[src/rtl/lruac_pkg.sv]
package lruac_pkg;

  localparam int SETS      = 256;
  localparam int SET_BITS  = $clog2(SETS);
  localparam int MAX_WAYS  = 16;
  localparam int WAY_BITS  = $clog2(MAX_WAYS);
  localparam int AGE_WIDTH = 16;
  localparam int ROW_WIDTH = MAX_WAYS * AGE_WIDTH;
  localparam int CFG_BITS  = 5;
  localparam int QUEUE_DEPTH = 2;

  localparam logic CMD_ACCESS = 1'b0;
  localparam logic CMD_QUERY  = 1'b1;

  localparam logic [CFG_BITS-1:0] WAYS_RESET = CFG_BITS'(MAX_WAYS);

  typedef struct packed {
    logic                kind;
    logic [SET_BITS-1:0] set_addr;
    logic [MAX_WAYS-1:0] hit_mask;
    logic [MAX_WAYS-1:0] use_mask;
  } req_t;

endpackage

[src/rtl/lruac_front.sv]
module lruac_front import lruac_pkg::*; (
  input  logic                clk,
  input  logic                rst_n,
  input  logic                cfg_wr_en,
  input  logic [CFG_BITS-1:0] cfg_wr_data,
  input  logic                in_tvalid,
  input  logic [15:0]         in_tdata,
  input  logic [0:0]          in_tuser,
  input  logic                q_full,
  output logic                push,
  output req_t                push_req
);

  logic [CFG_BITS-1:0] ways_in_use_r;
  logic [CFG_BITS-1:0] ways_eff;
  logic [WAY_BITS-1:0] acc_way;

  always_ff @(posedge clk) begin
    if (!rst_n) begin
      ways_in_use_r <= WAYS_RESET;
    end else if (cfg_wr_en) begin
      ways_in_use_r <= cfg_wr_data;
    end
  end

  always_comb begin
    ways_eff = ways_in_use_r;
    if (ways_in_use_r == '0) begin
      ways_eff = CFG_BITS'(1);
    end else if (ways_in_use_r > CFG_BITS'(MAX_WAYS)) begin
      ways_eff = CFG_BITS'(MAX_WAYS);
    end
  end

  assign acc_way = in_tdata[SET_BITS +: WAY_BITS];

  always_comb begin
    push_req.kind     = in_tuser[0];
    push_req.set_addr = in_tdata[SET_BITS-1:0];
    for (int i = 0; i < MAX_WAYS; i++) begin
      push_req.use_mask[i] = CFG_BITS'(i) < ways_eff;
      push_req.hit_mask[i] = (in_tuser[0] == CMD_ACCESS) && (acc_way == WAY_BITS'(i));
    end
  end

  assign push = in_tvalid && !q_full;

endmodule

[config.mk]
export PLATFORM = sky130hd
export DESIGN_NAME = lruac_front
export DESIGN_NICKNAME = d
export VERILOG_FILES = /design/src/rtl/lruac_pkg.sv /design/src/rtl/lruac_front.sv
export SDC_FILE = /design/constraint.sdc
export NUM_CORES = 1
export LEC_CHECK = 0
export BUFFER_PORTS_ARGS = -buffer_cell sky130_fd_sc_hd__clkbuf_2
export CORE_ASPECT_RATIO = 0.9
export CORE_MARGIN = 8
export CORE_UTILIZATION = 33
export DETAILED_ROUTE_END_ITERATION = 16
export PLACE_DENSITY = 0.83
export SETUP_SLACK_MARGIN = 0.15
export SYNTH_ARGS = -nofsm -noshare
export SYNTH_HDL_FRONTEND = slang
export SYNTH_SLANG_ARGS = --single-unit
[constraint.sdc]
create_clock -name clk -period 2.4 [get_ports clk]
set_input_delay 0.12 -clock clk [delete_from_list [all_inputs] [get_ports clk]]
set_output_delay 0.12 -clock clk [all_outputs]
set_load 0.03 [all_outputs]
==> Word-level counts from Yosys, hierarchy flattened <==
Cells that the tools add are included.
{ "word_totals": {"ram_bits": 0, "rom_bits": 0, "n_memories": 0, "word_cells": 56, "regBits": 5, "latch_bits": 0} }
{ "op_classes": {"mux": 2, "add_sub_neg": 0, "bitwise": 1, "eq_ne": 15, "mul": 0, "n_reduce_logical": 20, "div_mod_pow": 0, "order_cmp": 17, "shifts": 0} }
{ "ops": {"columns": ["cell", "count"], "rows": [
  ["4-bit by 5-bit less-than comparator with 1-bit output, first input constant", 8],
  ["4-bit == test, second input constant", 8],
  ["3-bit by 5-bit less-than comparator with 1-bit output, first input constant", 4],
  ["1-bit logical AND", 17],
  ["4-bit by 3-bit == test with 1-bit output, second input constant", 4],
  ["1-bit by 5-bit less-than comparator with 1-bit output, first input constant", 2],
  ["2-bit by 5-bit less-than comparator with 1-bit output, first input constant", 2],
  ["5-bit 2-to-1 mux", 2],
  ["4-bit by 2-bit == test with 1-bit output, second input constant", 2],
  ["5-bit greater-than comparator, second input constant", 1],
  ["5-bit zero test", 1],
  ["4-bit by 1-bit == test with 1-bit output, second input constant", 1],
  ["4-bit zero test", 1],
  ["1-bit zero test", 1],
  ["1-bit inverter", 1]
]} }

==> Depth between registers and ports, before layout <==
{ "depth": {"word_depth": 4, "ltp_mapped": 3, "ltp_nobuf": 2} }

==> Least setup slack after synthesis <==
OpenSTA, ideal clock, no wires.
{ "synth_path": {"kind": "input to output", "from": "in in_tuser", "to": "out push_req[17] (netlist name)", "t_arrival_ns": 1.211, "path_slack_ns": 1.069, "stages": 2, "required_time_ns": 2.280, "n_path_buf": 0, "path_cell_list": "or3b_1 -> nor3_1"} }
{ "synth_lines": {"columns": ["element", "line", "text"], "rows": [
  ["from (decl)", "lruac_front.sv:8", "input logic [0:0] in_tuser,"],
  ["to (decl)", "lruac_front.sv:11", "output req_t push_req"]
]} }

==> run metrics <==
RSZ-0062 raised after global routing false; setup violators final 0; Antenna diodes 0; P_leak 0.3726 nW; Core ar. 1594 um2; synth unique cells 23; Routed Antenna Nets 0; largest family of logic cells by synthesized area simple AND/OR/NAND/NOR gates; Slew Viols, Final 0; Synth Area in Adders 0%; # Post-CTS Setup Buffers 0; Setup Total Neg Slack 0 ns; Port Buffers 47; Post-route DRC 0; Tmin final 1.462 ns; Largest Register ways_in_use_r; Die W 58.56 um; path depth of the worst reg2reg path 2; P&R area growth vs syn 34.65%; CP required 2.28 ns; RR Endpoint ways_in_use_r[2]; gpl congestion 0.8223; Post-Syn Area per Cell 6.810 um2; fmax 683.9 MHz; CTS Root Cell clkbuf_4; Mapped Area 538.0 um2; Skew-Pair Late Insertion Delay 0.24 ns; critical path class register to primary output; maximum root-to-sink buffer count 2; WHS 0.06108 ns; crit end category primary output; CTS Hold Bufs 0; HP Start rst_n; post-DP HPWL 1466 um; reg-to-reg critical path startpoint ways_in_use_r[2]; Worst Hold Depth 2; cell count after synthesis 79; vias in the first global route 605; mux cell area share after synthesis 9.302%; initial antenna violation count 0; worst-path maximum fanout 10; worst slack, placed 1.200 ns; r2r setup slk 1.60 ns; syn_nets 106; die area 3180 um2; H-tree Lvls 1; clock sink count 5; fin util 45.45%; worst setup margin 0.9379 ns; Worst Hold Endpoint ways_in_use_r[4]; Overall Global Routing Usage 10.41%; Via-to-Cell Ratio 4.662; sequential area share after synthesis 18.60%; max-cap violations 0; Hold Vio Cnt, Final 0; # nets final 143; XOR/XNOR share of the synthesized area 0%; Total Routed Length 1660 um; max FFs per register 5; Compound-Gate Fraction of Synth Area 8.140%; DR vias 648; die height 54.31 um; layout cells sized above 1 46.09%; largest registers ways_in_use_r (5); outcome completed; Max IR drop VDD 0.0003295 V; crit share post-route 60.92%; Num CTS Buffers 3; clock skew 0 ns; worst endpoint data arrival time 1.34 ns; #FFs+latches synth 5; number of cells upsized or downsized after cts 0; grt ovf 0; power per cell area 443.5 nW/um2; Clock transition at path regs 0.04 ns; Worst setup SP type register; worst min-delay path class input port to register; simple-gate share of the synthesized area 43.02%; Initial Util 33.75%; first-pass iteration count of the detailed router 4; initial DRC count 10; Ports 69; largest net degree at the start of global routing 11; placement row count 14; synth warn 0; Avg WL per Cell 11.94 um; CTS tree done; first-pass GRT wire length 2608 um
-- power by group --
part | switching [mW] | leakage [nW] | total [mW] | internal [mW]
logic | 0.0834 | 0.316 | 0.124 | 0.0411
registers | 0.00964 | 0.0413 | 0.0981 | 0.0885
clock network | 0.0358 | 0.0150 | 0.0987 | 0.0629
total | 0.129 | 0.373 | 0.321 | 0.192
-- synthesized netlist by cell type --
cell type / instances / share of area [%]
clkbuf_1: 1 / 0.70
nand2_1: 9 / 6.3
dfxtp_1: 5 / 19
or3_4: 1 / 2.1
nor3_1: 4 / 3.7
inv_1: 1 / 0.70
nand3b_1: 1 / 1.4
buf_4: 10 / 14
or3_1: 1 / 1.2
buf_6: 1 / 2.1
nand3_1: 1 / 0.93
nor2_1: 16 / 11
a21oi_1: 2 / 1.9
buf_2: 3 / 2.8
conb_1: 1 / 0.70
o21ai_0: 2 / 1.9
mux2i_1: 5 / 9.3
o21bai_1: 2 / 2.8
nand2b_4: 1 / 2.6
a31o_2: 1 / 1.6
nor2b_1: 5 / 5.8
or3b_1: 2 / 3.3
nand2b_1: 4 / 4.7
-- critical path, cell delays in order, from the launching register on --
cell	delay [ns]
dfxtp_1	0.38
or3_4	0.39
nand2b_4	0.14
clkbuf_2	0.18
-- worst max path at each step --
stage | end | depth (start not counted) | from
2_1_floorplan | push_req[17] | 2 | in_tuser
3_3_place_gp | push_req[2] | 3 | ways_in_use_r[4]
3_5_place_dp | push_req[2] | 3 | ways_in_use_r[4]
4_1_cts | push_req[2] | 3 | ways_in_use_r[4]
5_1_grt | push_req[4] | 3 | ways_in_use_r[4]
6_report | push_req[2] | 3 | ways_in_use_r[4]
-- cells in the final DEF, fill, tap and decap left out, drive strengths merged --
| cell | netlist | layout |
|---|---|---|
| nand3 | 1 | 1 |
| nor3 | 4 | 4 |
| inv | 1 | 1 |
| mux2i | 5 | 5 |
| nand3b | 1 | 1 |
| o21bai | 2 | 2 |
| conb | 1 | 1 |
| nor2b | 5 | 5 |
| a21oi | 2 | 2 |
| or3b | 2 | 2 |
| nand2 | 9 | 9 |
| a31o | 1 | 1 |
| clkbuf | 1 | 51 |
| dfxtp | 5 | 5 |
| o21ai | 2 | 2 |
| nor2 | 16 | 16 |
| or3 | 2 | 2 |
| nand2b | 5 | 5 |
-- layer usage --
| metal | routed length [um] | vias to the layer above | track usage (%) |
|---|---|---|---|
| met5 | 0 | - | 0 |
| met4 | 48 | 0 | 7.724 |
| met3 | 218 | 9 | 5.164 |
| met2 | 801 | 38 | 20.51 |
| met1 | 591 | 283 | 7.815 |
| li1 | - | 318 | - |
-- cell type report --
| class | instances | area [um2] |
|---|---|---|
| fill | 158 | 869.6 |
| multi-input combinational | 58 | 329.1 |
| timing repair buffer | 47 | 235.2 |
| sequential | 5 | 100.1 |
| tap | 24 | 30.03 |
| clock buffer | 4 | 26.28 |
| inverter | 1 | 3.754 |
-- through the flow --
stage          cell area (um2)  std cells  power (mW)
3_5_place_dp             698.2        135      0.2253
5_1_grt                  724.4        139      0.3418
4_1_cts                  724.4        139      0.3295
3_3_place_gp             698.2        135      0.2218
2_1_floorplan            538.0         79      0.2129
6_report                 724.4        139      0.3213
-- kinds of logic after synthesis --
group | Yosys count
mux | 5
buf+inv | 16
other cells | 1
flops | 5
compound gates | 7
simple gates | 45
Power figures use the tool's default switching activity.
