===== src/rtl/lruac_pkg.sv =====
package lruac_pkg;

  localparam int SETS      = 256;
  localparam int SET_BITS  = $clog2(SETS);
  localparam int MAX_WAYS  = 16;
  localparam int WAY_BITS  = $clog2(MAX_WAYS);
  localparam int AGE_WIDTH = 16;
  localparam int ROW_WIDTH = MAX_WAYS * AGE_WIDTH;
  localparam int CFG_BITS  = 5;
  localparam int QUEUE_DEPTH = 2;

  localparam logic CMD_ACCESS = 1'b0;
  localparam logic CMD_QUERY  = 1'b1;

  localparam logic [CFG_BITS-1:0] WAYS_RESET = CFG_BITS'(MAX_WAYS);

  typedef struct packed {
    logic                kind;
    logic [SET_BITS-1:0] set_addr;
    logic [MAX_WAYS-1:0] hit_mask;
    logic [MAX_WAYS-1:0] use_mask;
  } req_t;

endpackage


===== src/rtl/lruac_queue.sv =====
module lruac_queue import lruac_pkg::*; (
  input  logic clk,
  input  logic rst_n,
  input  logic push,
  input  req_t push_req,
  input  logic pop,
  output req_t pop_req,
  output logic full,
  output logic empty
);

  localparam int PTR_BITS = $clog2(QUEUE_DEPTH);
  localparam int CNT_BITS = $clog2(QUEUE_DEPTH + 1);

  req_t                 slot_r [QUEUE_DEPTH];
  logic [PTR_BITS-1:0]  wr_ptr_r;
  logic [PTR_BITS-1:0]  rd_ptr_r;
  logic [CNT_BITS-1:0]  count_r;
  logic [CNT_BITS-1:0]  count_nxt;

  assign full    = count_r == CNT_BITS'(QUEUE_DEPTH);
  assign empty   = count_r == '0;
  assign pop_req = slot_r[rd_ptr_r];

  always_comb begin
    count_nxt = count_r;
    if (push && !pop) begin
      count_nxt = count_r + CNT_BITS'(1);
    end else if (pop && !push) begin
      count_nxt = count_r - CNT_BITS'(1);
    end
  end

  always_ff @(posedge clk) begin
    if (!rst_n) begin
      wr_ptr_r <= '0;
      rd_ptr_r <= '0;
      count_r  <= '0;
    end else begin
      count_r <= count_nxt;
      if (push) begin
        wr_ptr_r <= (wr_ptr_r == PTR_BITS'(QUEUE_DEPTH - 1)) ? '0 : wr_ptr_r + PTR_BITS'(1);
      end
      if (pop) begin
        rd_ptr_r <= (rd_ptr_r == PTR_BITS'(QUEUE_DEPTH - 1)) ? '0 : rd_ptr_r + PTR_BITS'(1);
      end
    end
  end

  always_ff @(posedge clk) begin
    if (push) begin
      slot_r[wr_ptr_r] <= push_req;
    end
  end

endmodule


===== config.mk =====
export PLATFORM = sky130hd
export DESIGN_NAME = lruac_queue
export DESIGN_NICKNAME = d
export VERILOG_FILES = /design/src/rtl/lruac_pkg.sv /design/src/rtl/lruac_queue.sv
export SDC_FILE = /design/constraint.sdc
export NUM_CORES = 1
export LEC_CHECK = 0
export ABC_AREA = 1
export ABC_CLOCK_PERIOD_IN_PS = 8100
export BUFFER_PORTS_ARGS = -buffer_cell sky130_fd_sc_hd__buf_2
export CAP_MARGIN = 20
export CORE_MARGIN = 5
export CORE_UTILIZATION = 58
export CTS_BUF_LIST = sky130_fd_sc_hd__clkbuf_2 sky130_fd_sc_hd__clkbuf_4 sky130_fd_sc_hd__clkbuf_8
export DETAILED_ROUTE_END_ITERATION = 10
export GPL_TIMING_DRIVEN = 0
export PLACE_DENSITY = 0.91
export SLEW_MARGIN = 20
export SYNTH_ARGS = -nofsm -noshare
export SYNTH_HDL_FRONTEND = slang
export SYNTH_SLANG_ARGS = --single-unit

===== constraint.sdc =====
create_clock -name clk -period 8.1 [get_ports clk]
set_input_delay 1.215 -clock clk [delete_from_list [all_inputs] [get_ports clk]]
set_output_delay 1.215 -clock clk [all_outputs]
set_load 0.005 [all_outputs]

* Word level (Yosys, flattened, before mapping)
Memories as Yosys holds them, arrays and structs flattened. A register that Yosys moved wholly into a read port is not among the register bits. Index checks and enable logic that the tools add are counted.
Storage, ports and cells: flip-flop bits (word level) 4, memory bits (writable) 82, logic and storage cells 23, memories 1
Operators by class: $add $sub $neg 4, eq/ne operators 1, mux-type cells 8, reductions and logical operators 6
Memory list:
- slot_r | words 2, width 41, rd ports 1, clocked after Yosys merged registers in 1, write ports 1, line lruac_queue.sv:15 | req_t slot_r [QUEUE_DEPTH];
Operator list (number):
- 2-to-1 mux 1 bit | 6
- 2-to-1 mux 2 bit | 2
- adder 1 bit (second input constant) | 2
- adder 2 x 1 -> 2 bit (second input constant) | 1
- == test 2 bit (second input constant) | 1
- logical AND 1 bit | 2
- zero test 1 bit | 2
- zero test 2 bit | 1
- nonzero test 2 bit | 1
- subtractor 2 x 1 -> 2 bit (second input constant) | 1

* Depth between registers and ports, before layout
Gate-level depths: netlist of run 1.
depth after elaboration 4, gate-level depth with buffers 8, gate-level depth less buffers 8

* Worst setup path after synthesis of run 1
Ideal clock, no wire load.
path type input to register, from in push, to mem slot_r[0][0] in the netlist's numbering, enable pin, setup time 0.440 ns, arrival 2.980 ns, slack 4.680 ns, cell stages on the path 2, cells stage by stage inv_1 nor2_1
Between the ends: cells in the longest elaborated chain, start to end 2
Ends and longest elaborated chain:
- from (decl) | line lruac_queue.sv:4 | input logic push,
- 2-to-1 mux 1 bit | line lruac_queue.sv:51 | if (push) begin
- 2-to-1 mux 1 bit (not written as such) | line lruac_queue.sv:52 | slot_r[wr_ptr_r] <= push_req;
- to (decl) | line lruac_queue.sv:15
Every way passes these cells.

==> results.toml, run 1 <==
[status]
status = "complete, no violations"

[synthesis]
yosysSeqAreaShare_pct = 75.5
avgSynthCellArea_um2 = 20.8
synthTopCellsByArea = "edfxtp_1, mux2_4, dfxtp_1, buf_12, nor2_1"
synth_fp_nets = 209
yosys.area.top_type_share_pct = 72.6
yosysMostFrequentCell = "edfxtp_1"
async_reset_ff_share_pct = 0
postSynthCellCount = 163
synth_seq_cells = 87
synth_cell_types = 14
synth_flop_cell = "edfxtp_1"
syn_area_um2 = 3390
yosysTopAreaCell = "edfxtp_1"
synthTopCellsByCount = "edfxtp_1, mux2_4, nor2_1"
yosysWarnings = 0
synth-edff-count = 82

[clocking]
clkSinkCount = 87
h-tree-depth = 3
clk_latency_ps = 340
numCtsBuffers = 9
cts_tree = "built"
cts_setup_buffers = 0
cts.repair.resized = 0
cts_root_buf = "clkbuf_8"
clock_path_buffers = 2
clkTransAtPathRegs_ps = 80
postCtsHoldBufs = 0

[floorplanning]
dieHeight_um = 86.5
fp.dieW_um = 86.5
initial_core_util_pct = 60.5
num_rows = 27
io_pins = 88
core-area_um2 = 5610
dieArea_um2 = 7480

[sta]
period_share_pct = 32.4
setup_ws_ps = 5480
hold_viol = 0
rsz0062_at_grt = "false"
max_freq_mhz = 381
finClkSkew_ps = 9.44
tns_ps = 0
post-route-min-period_ps = 2620
setup_viol = 0
slew_viol_final = 0
max-slew-margin-rel_pct = 53.0
worst_hold_slack_ps = 532
worstMarginPinSlew_ps = 703

[layout]
final_cells = 340
drive_above_1_share_pct = 57.1
n_antenna_cell = 0
area_delta_synth_final_pct = 22.8
nets = 309
finalInstanceArea_um2 = 4170
final_core_util_pct = 74.3

[min_path]
hold_class = "reg -> reg"
hold_path_depth = 2

[pwr]
finalPower_mw = 0.902
leakagePower_nw = 1.70
peakVddDrop_mv = 0.133
powerDensity_nw_per_um2 = 217

[setup_path]
worstSetupPathType = "reg -> out"
setup.worst_path.start_class = "flop"
worstPathMaxFanout = 10
crit_required_ps = 6880
r2r.worst_path.cells = 2
cp-end-kind = "output port"
crit_arrival_ps = 1410

[place]
placed_cell_area_um2 = 3980
io_buffers = 87
dp.cells = 324
gp_congestion = 0.721
hpwl_mm = 4.14
pre_cts_ws_ps = 5590

[drt]
routedWlPerCell_um = 16.5
drc = 0
vias = 1669
drt_wl_total_mm = 5.60
drt_iter0_drc = 76
dr.pass1.iters = 4
viasPerCell = 4.91
ant_nets = 0

[run]
max-cap-violations = 0

[global_route]
antenna_found_initial = 0
grtUsageTotal_pct = 16.1
grt-ovfl-total = 0
grt_start_max_net_pins = 24
grt_pass1_wl_mm = 8.77
first_global_vias = 1809
==> power breakdown <==
group / total (mW) / leakage [nW] / switching, mW / internal (mW)
clock network: 0.268 / 0.0873 / 0.141 / 0.127
logic: 0.108 / 0.806 / 0.0464 / 0.0613
registers: 0.526 / 0.811 / 0.00732 / 0.519
==> worst max-delay path: stages, from the launching register on <==
cell	delay, ps
dfxtp_1	330
buf_6	150
buf_12	150
mux2_4	310
buf_2	130
==> state kept, by name, summed over array words and instances, names as in the netlist, named ones only <==
name and count:
slot_r 82, rd_ptr_r 1, count_r 2, wr_ptr_r 1
==> worst paths after layout <==
kind                                                 to  slack [ps]                  start
worst max-delay path                        pop_req[18]        5480                   flop
worst min-delay path              rd_ptr_r$_SDFFE_PN0P_         530  rd_ptr_r$_SDFFE_PN0P_
worst max register to register  slot_r[0][10]$_DFFE_PP_        6620  wr_ptr_r$_SDFFE_PN0P_
worst min register to register    rd_ptr_r$_SDFFE_PN0P_         530  rd_ptr_r$_SDFFE_PN0P_
==> layout by cell type, fill, tap and decap left out, drive strengths merged, types with 2 or more instances in the layout <==
cell type / count
clkinv: 2
nand2: 8
buf: 94
dfxtp: 5
mux2: 41
clkbuf: 11
clkinvlp: 3
edfxtp: 82
inv: 8
nor2: 9
==> routing by layer <==
metal	vias to the layer above	global-route usage, %	wire length [um]
met5	-	0	0
met2	50	29.2	3070
met1	797	17.3	2110
met3	7	3.80	326
li1	815	-	-
met4	0	8.07	93
==> area by class of cell <==
cell class / instances / area, um2
sequential: 87 / 2560
buffer: 5 / 91.3
clock buffer: 11 / 151
inverter: 8 / 30.0
tap: 72 / 90.1
multi-input combinational: 63 / 717
clock inverter: 5 / 32.5
timing repair buffer: 89 / 490
fill: 354 / 1440
==> cells by family (layout without fill, tap and decap cells) <==
kind of cell               after synthesis  after routing  share of synthesized area [%]
AOI/OAI and AO/OA                        2              2                          0.295
adders and majority gates                1              1                          0.369
buffers and inverters                   13            118                           3.58
DFF                                     87             87                           75.5
muxes                                   41             41                           18.0
and+or+nand+nor                         19             19                           2.21
Note: power is estimated with default switching activity, not from simulation.
==> inputs of run 2 (changes only) <==
--- a/config.mk
+++ b/config.mk
@@ -5,16 +5,16 @@
 export SDC_FILE = /design/constraint.sdc
 export NUM_CORES = 1
 export LEC_CHECK = 0
-export ABC_AREA = 1
-export ABC_CLOCK_PERIOD_IN_PS = 8100
+export ABC_AREA = 0
+export ABC_CLOCK_PERIOD_IN_PS = 2200
 export BUFFER_PORTS_ARGS = -buffer_cell sky130_fd_sc_hd__buf_2
 export CAP_MARGIN = 20
 export CORE_MARGIN = 5
-export CORE_UTILIZATION = 58
+export CORE_UTILIZATION = 48
 export CTS_BUF_LIST = sky130_fd_sc_hd__clkbuf_2 sky130_fd_sc_hd__clkbuf_4 sky130_fd_sc_hd__clkbuf_8
 export DETAILED_ROUTE_END_ITERATION = 10
 export GPL_TIMING_DRIVEN = 0
-export PLACE_DENSITY = 0.91
+export PLACE_DENSITY = 0.82
 export SLEW_MARGIN = 20
 export SYNTH_ARGS = -nofsm -noshare
 export SYNTH_HDL_FRONTEND = slang
==> constraint.sdc (replaced) <==
create_clock -name clk -period 2.2 [get_ports clk]
set_input_delay 0.33 -clock clk [delete_from_list [all_inputs] [get_ports clk]]
set_output_delay 0.33 -clock clk [all_outputs]
set_load 0.005 [all_outputs]
==> results.toml, run 2 <==
[drt]
routedWlPerCell_um = 16.6
vias = 1647
dr.pass1.iters = 4
drt_iter0_drc = 46
viasPerCell = 4.96
drc = 0
drt_wl_total_mm = 5.50
ant_nets = 0

[setup_path]
path_depth = 4
r2r.worst_path.cells = 2
setup.worst_path.start_class = "flop"
cpPeakStageDelay_ps = 380
cpMaxStageDelayCell = "mux2_2"
r2r-end = "slot_r[1][10]$_DFFE_PP_"
r2r_setup_slack_ps = 810
crit_arrival_ps = 1580
worstPathMaxFanout = 10
path_cells = "buf_2, buf_2, mux2_2, buf_2"
crit_required_ps = 1870
worstSetupPathType = "reg -> out"
cp-end-kind = "output port"
path_delay_family = "buffers and inverters"
critPathBufInv = 3
r2r_start = "wr_ptr_r$_SDFFE_PN0P_"
cp_common_cell = "buf_2"

[pwr]
peakVddDrop_mv = 0.639
finalPower_mw = 3.43
sw_frac_of_total_pct = 22.7
combPwrFrac_pct = 10.3
p_seq_share_pct = 56.3
clock_power_share_pct = 33.4
p_int_mw = 2.65
powerDensity_nw_per_um2 = 866
switchingPower_mw = 0.780
leakagePower_nw = 1.52

[layout]
largestRegisters = "slot_r: 82 flops, count_r: 2 flops"
nets = 296
finalInstanceArea_um2 = 3960
n_antenna_cell = 0
final_common_cell = "buf_2"
fill_cells = 503
largest_register_ffs = 82
drive_above_1_share_pct = 59.6
area_delta_synth_final_pct = 25.0
largest-register = "slot_r"
final_cells = 332
final_cell_mix = "buf_2, edfxtp_1, mux2_2, clkbuf_8, dfxtp_1"

[clocking]
clk_latency_ps = 350
cts_root_buf = "clkbuf_8"
h-tree-depth = 3
numCtsBuffers = 9
cts_tree = "built"
cts.repair.resized = 0
postCtsHoldBufs = 0
cts_setup_buffers = 0
clkSinkCount = 87
clkTransAtPathRegs_ps = 90
clock_path_buffers = 2

[synthesis]
synth_fp_nets = 196
syn_area_um2 = 3170
postSynthCellCount = 150
yosysSeqAreaShare_pct = 80.9
yosysWarnings = 0
yosysTopAreaCell = "edfxtp_1"
synth-edff-count = 82
synthTopCellsByArea = "edfxtp_1, mux2_2, dfxtp_1, and2_1, buf_2"
yosysMostFrequentCell = "edfxtp_1"
synth_flop_cell = "edfxtp_1"
synthTopCellsByCount = "edfxtp_1, mux2_2, buf_2, dfxtp_1, and2_1"
yosys.area.top_type_share_pct = 77.7
avgSynthCellArea_um2 = 21.1
async_reset_ff_share_pct = 0
synth_seq_cells = 87
synth_cell_types = 17

[place]
gp_congestion = 0.635
hpwl_mm = 3.89
placed_cell_area_um2 = 3750
io_buffers = 87
dp.cells = 316

[global_route]
grt_pass1_wl_mm = 8.89
grt_start_max_net_pins = 27
grtUsageTotal_pct = 14.0
grt-ovfl-total = 0
antenna_found_initial = 0
first_global_vias = 1808

[min_path]
whs_endpoint = "slot_r[1][3]$_DFFE_PP_"
hold_path_depth = 1
hold_class = "in -> reg"
hold_path_startpoint = "push_req[3]"

[floorplanning]
dieArea_um2 = 8320
io_pins = 88
dieHeight_um = 91.2
num_rows = 29
initial_core_util_pct = 49.6
core-area_um2 = 6390
fp.dieW_um = 91.2

[sta]
max-slew-margin-rel_pct = 64.0
worstMarginPinSlew_ps = 539
finClkSkew_ps = 6.30
hold_viol = 0
worst_hold_slack_ps = 163
slew_viol_final = 0
post-route-min-period_ps = 1910
period_share_pct = 86.9
setup_viol = 0
max_freq_mhz = 523
rsz0062_at_grt = "false"

[status]
status = "complete, no violations"

[run]
max-cap-violations = 0
-- run 2: how the worst max path moves through the flow --
stage / start / endpoint / slack [ps]
4_1_cts: flop / pop_req[14] / 240
6_report: flop / pop_req[14] / 290
3_3_place_gp: push / slot_r[0][26]$_DFFE_PP_ / -370
3_5_place_dp: flop / pop_req[14] / 650
5_1_grt: flop / pop_req[38] / 170
2_1_floorplan: push / slot_r[0][0]$_DFFE_PP_ / 340
-- run 2: cell families (layout without fill, tap and decap cells) --
logic type      after synthesis  after routing  synth area share [%]
flops                        87             87                  80.9
mux                          41             41                  14.6
simple gates                  9              9                  1.78
buf+inv                       6            111                 0.908
compound gates                3              3                 0.632
xor+xnor                      3              3                 0.830
fa+ha+maj                     1              1                 0.395
-- run 2: area by class of cell --
type	count	area, um2	area share [%]
flip-flops and latches	87	2560	64.7
multi-input cells	57	586	14.8
repair buffers	89	475	12.0
clock buffers	9	124	3.13
well taps	77	96.3	2.43
clock inverters	7	86.3	2.18
plain buffers	5	25.0	0.632
inverters	1	3.75	0.0948
-- run 2: metal layers --
metal / wire length, um / track usage (%) / share of wire, %
met1: 2100 / 15.3 / 38
met2: 2980 / 24.2 / 54
met3: 363 / 5.54 / 6.6
met4: 64 / 5.50 / 1.2
met5: 0 / 0 / 0
-- run 2: metrics by stage --
stage / worst slack (ps) / util (%) / TNS, ps
after global routing: 175 / 62.0 / 0
after floorplan: 338 / - / 0
after detailed placement: 648 / 58.7 / 0
after global placement: -369 / 58.0 / -22190
after CTS: 243 / 62.0 / 0
final: 289 / 62.0 / 0
-- run 2: power by group through the flow --
stage,clock network [mW],registers (mW),logic (mW)
2_1_floorplan,0,1.96,0.186
3_3_place_gp,0,1.97,0.340
3_5_place_dp,0,1.97,0.360
4_1_cts,1.18,1.93,0.362
5_1_grt,1.26,1.94,0.390
6_report,1.15,1.93,0.352
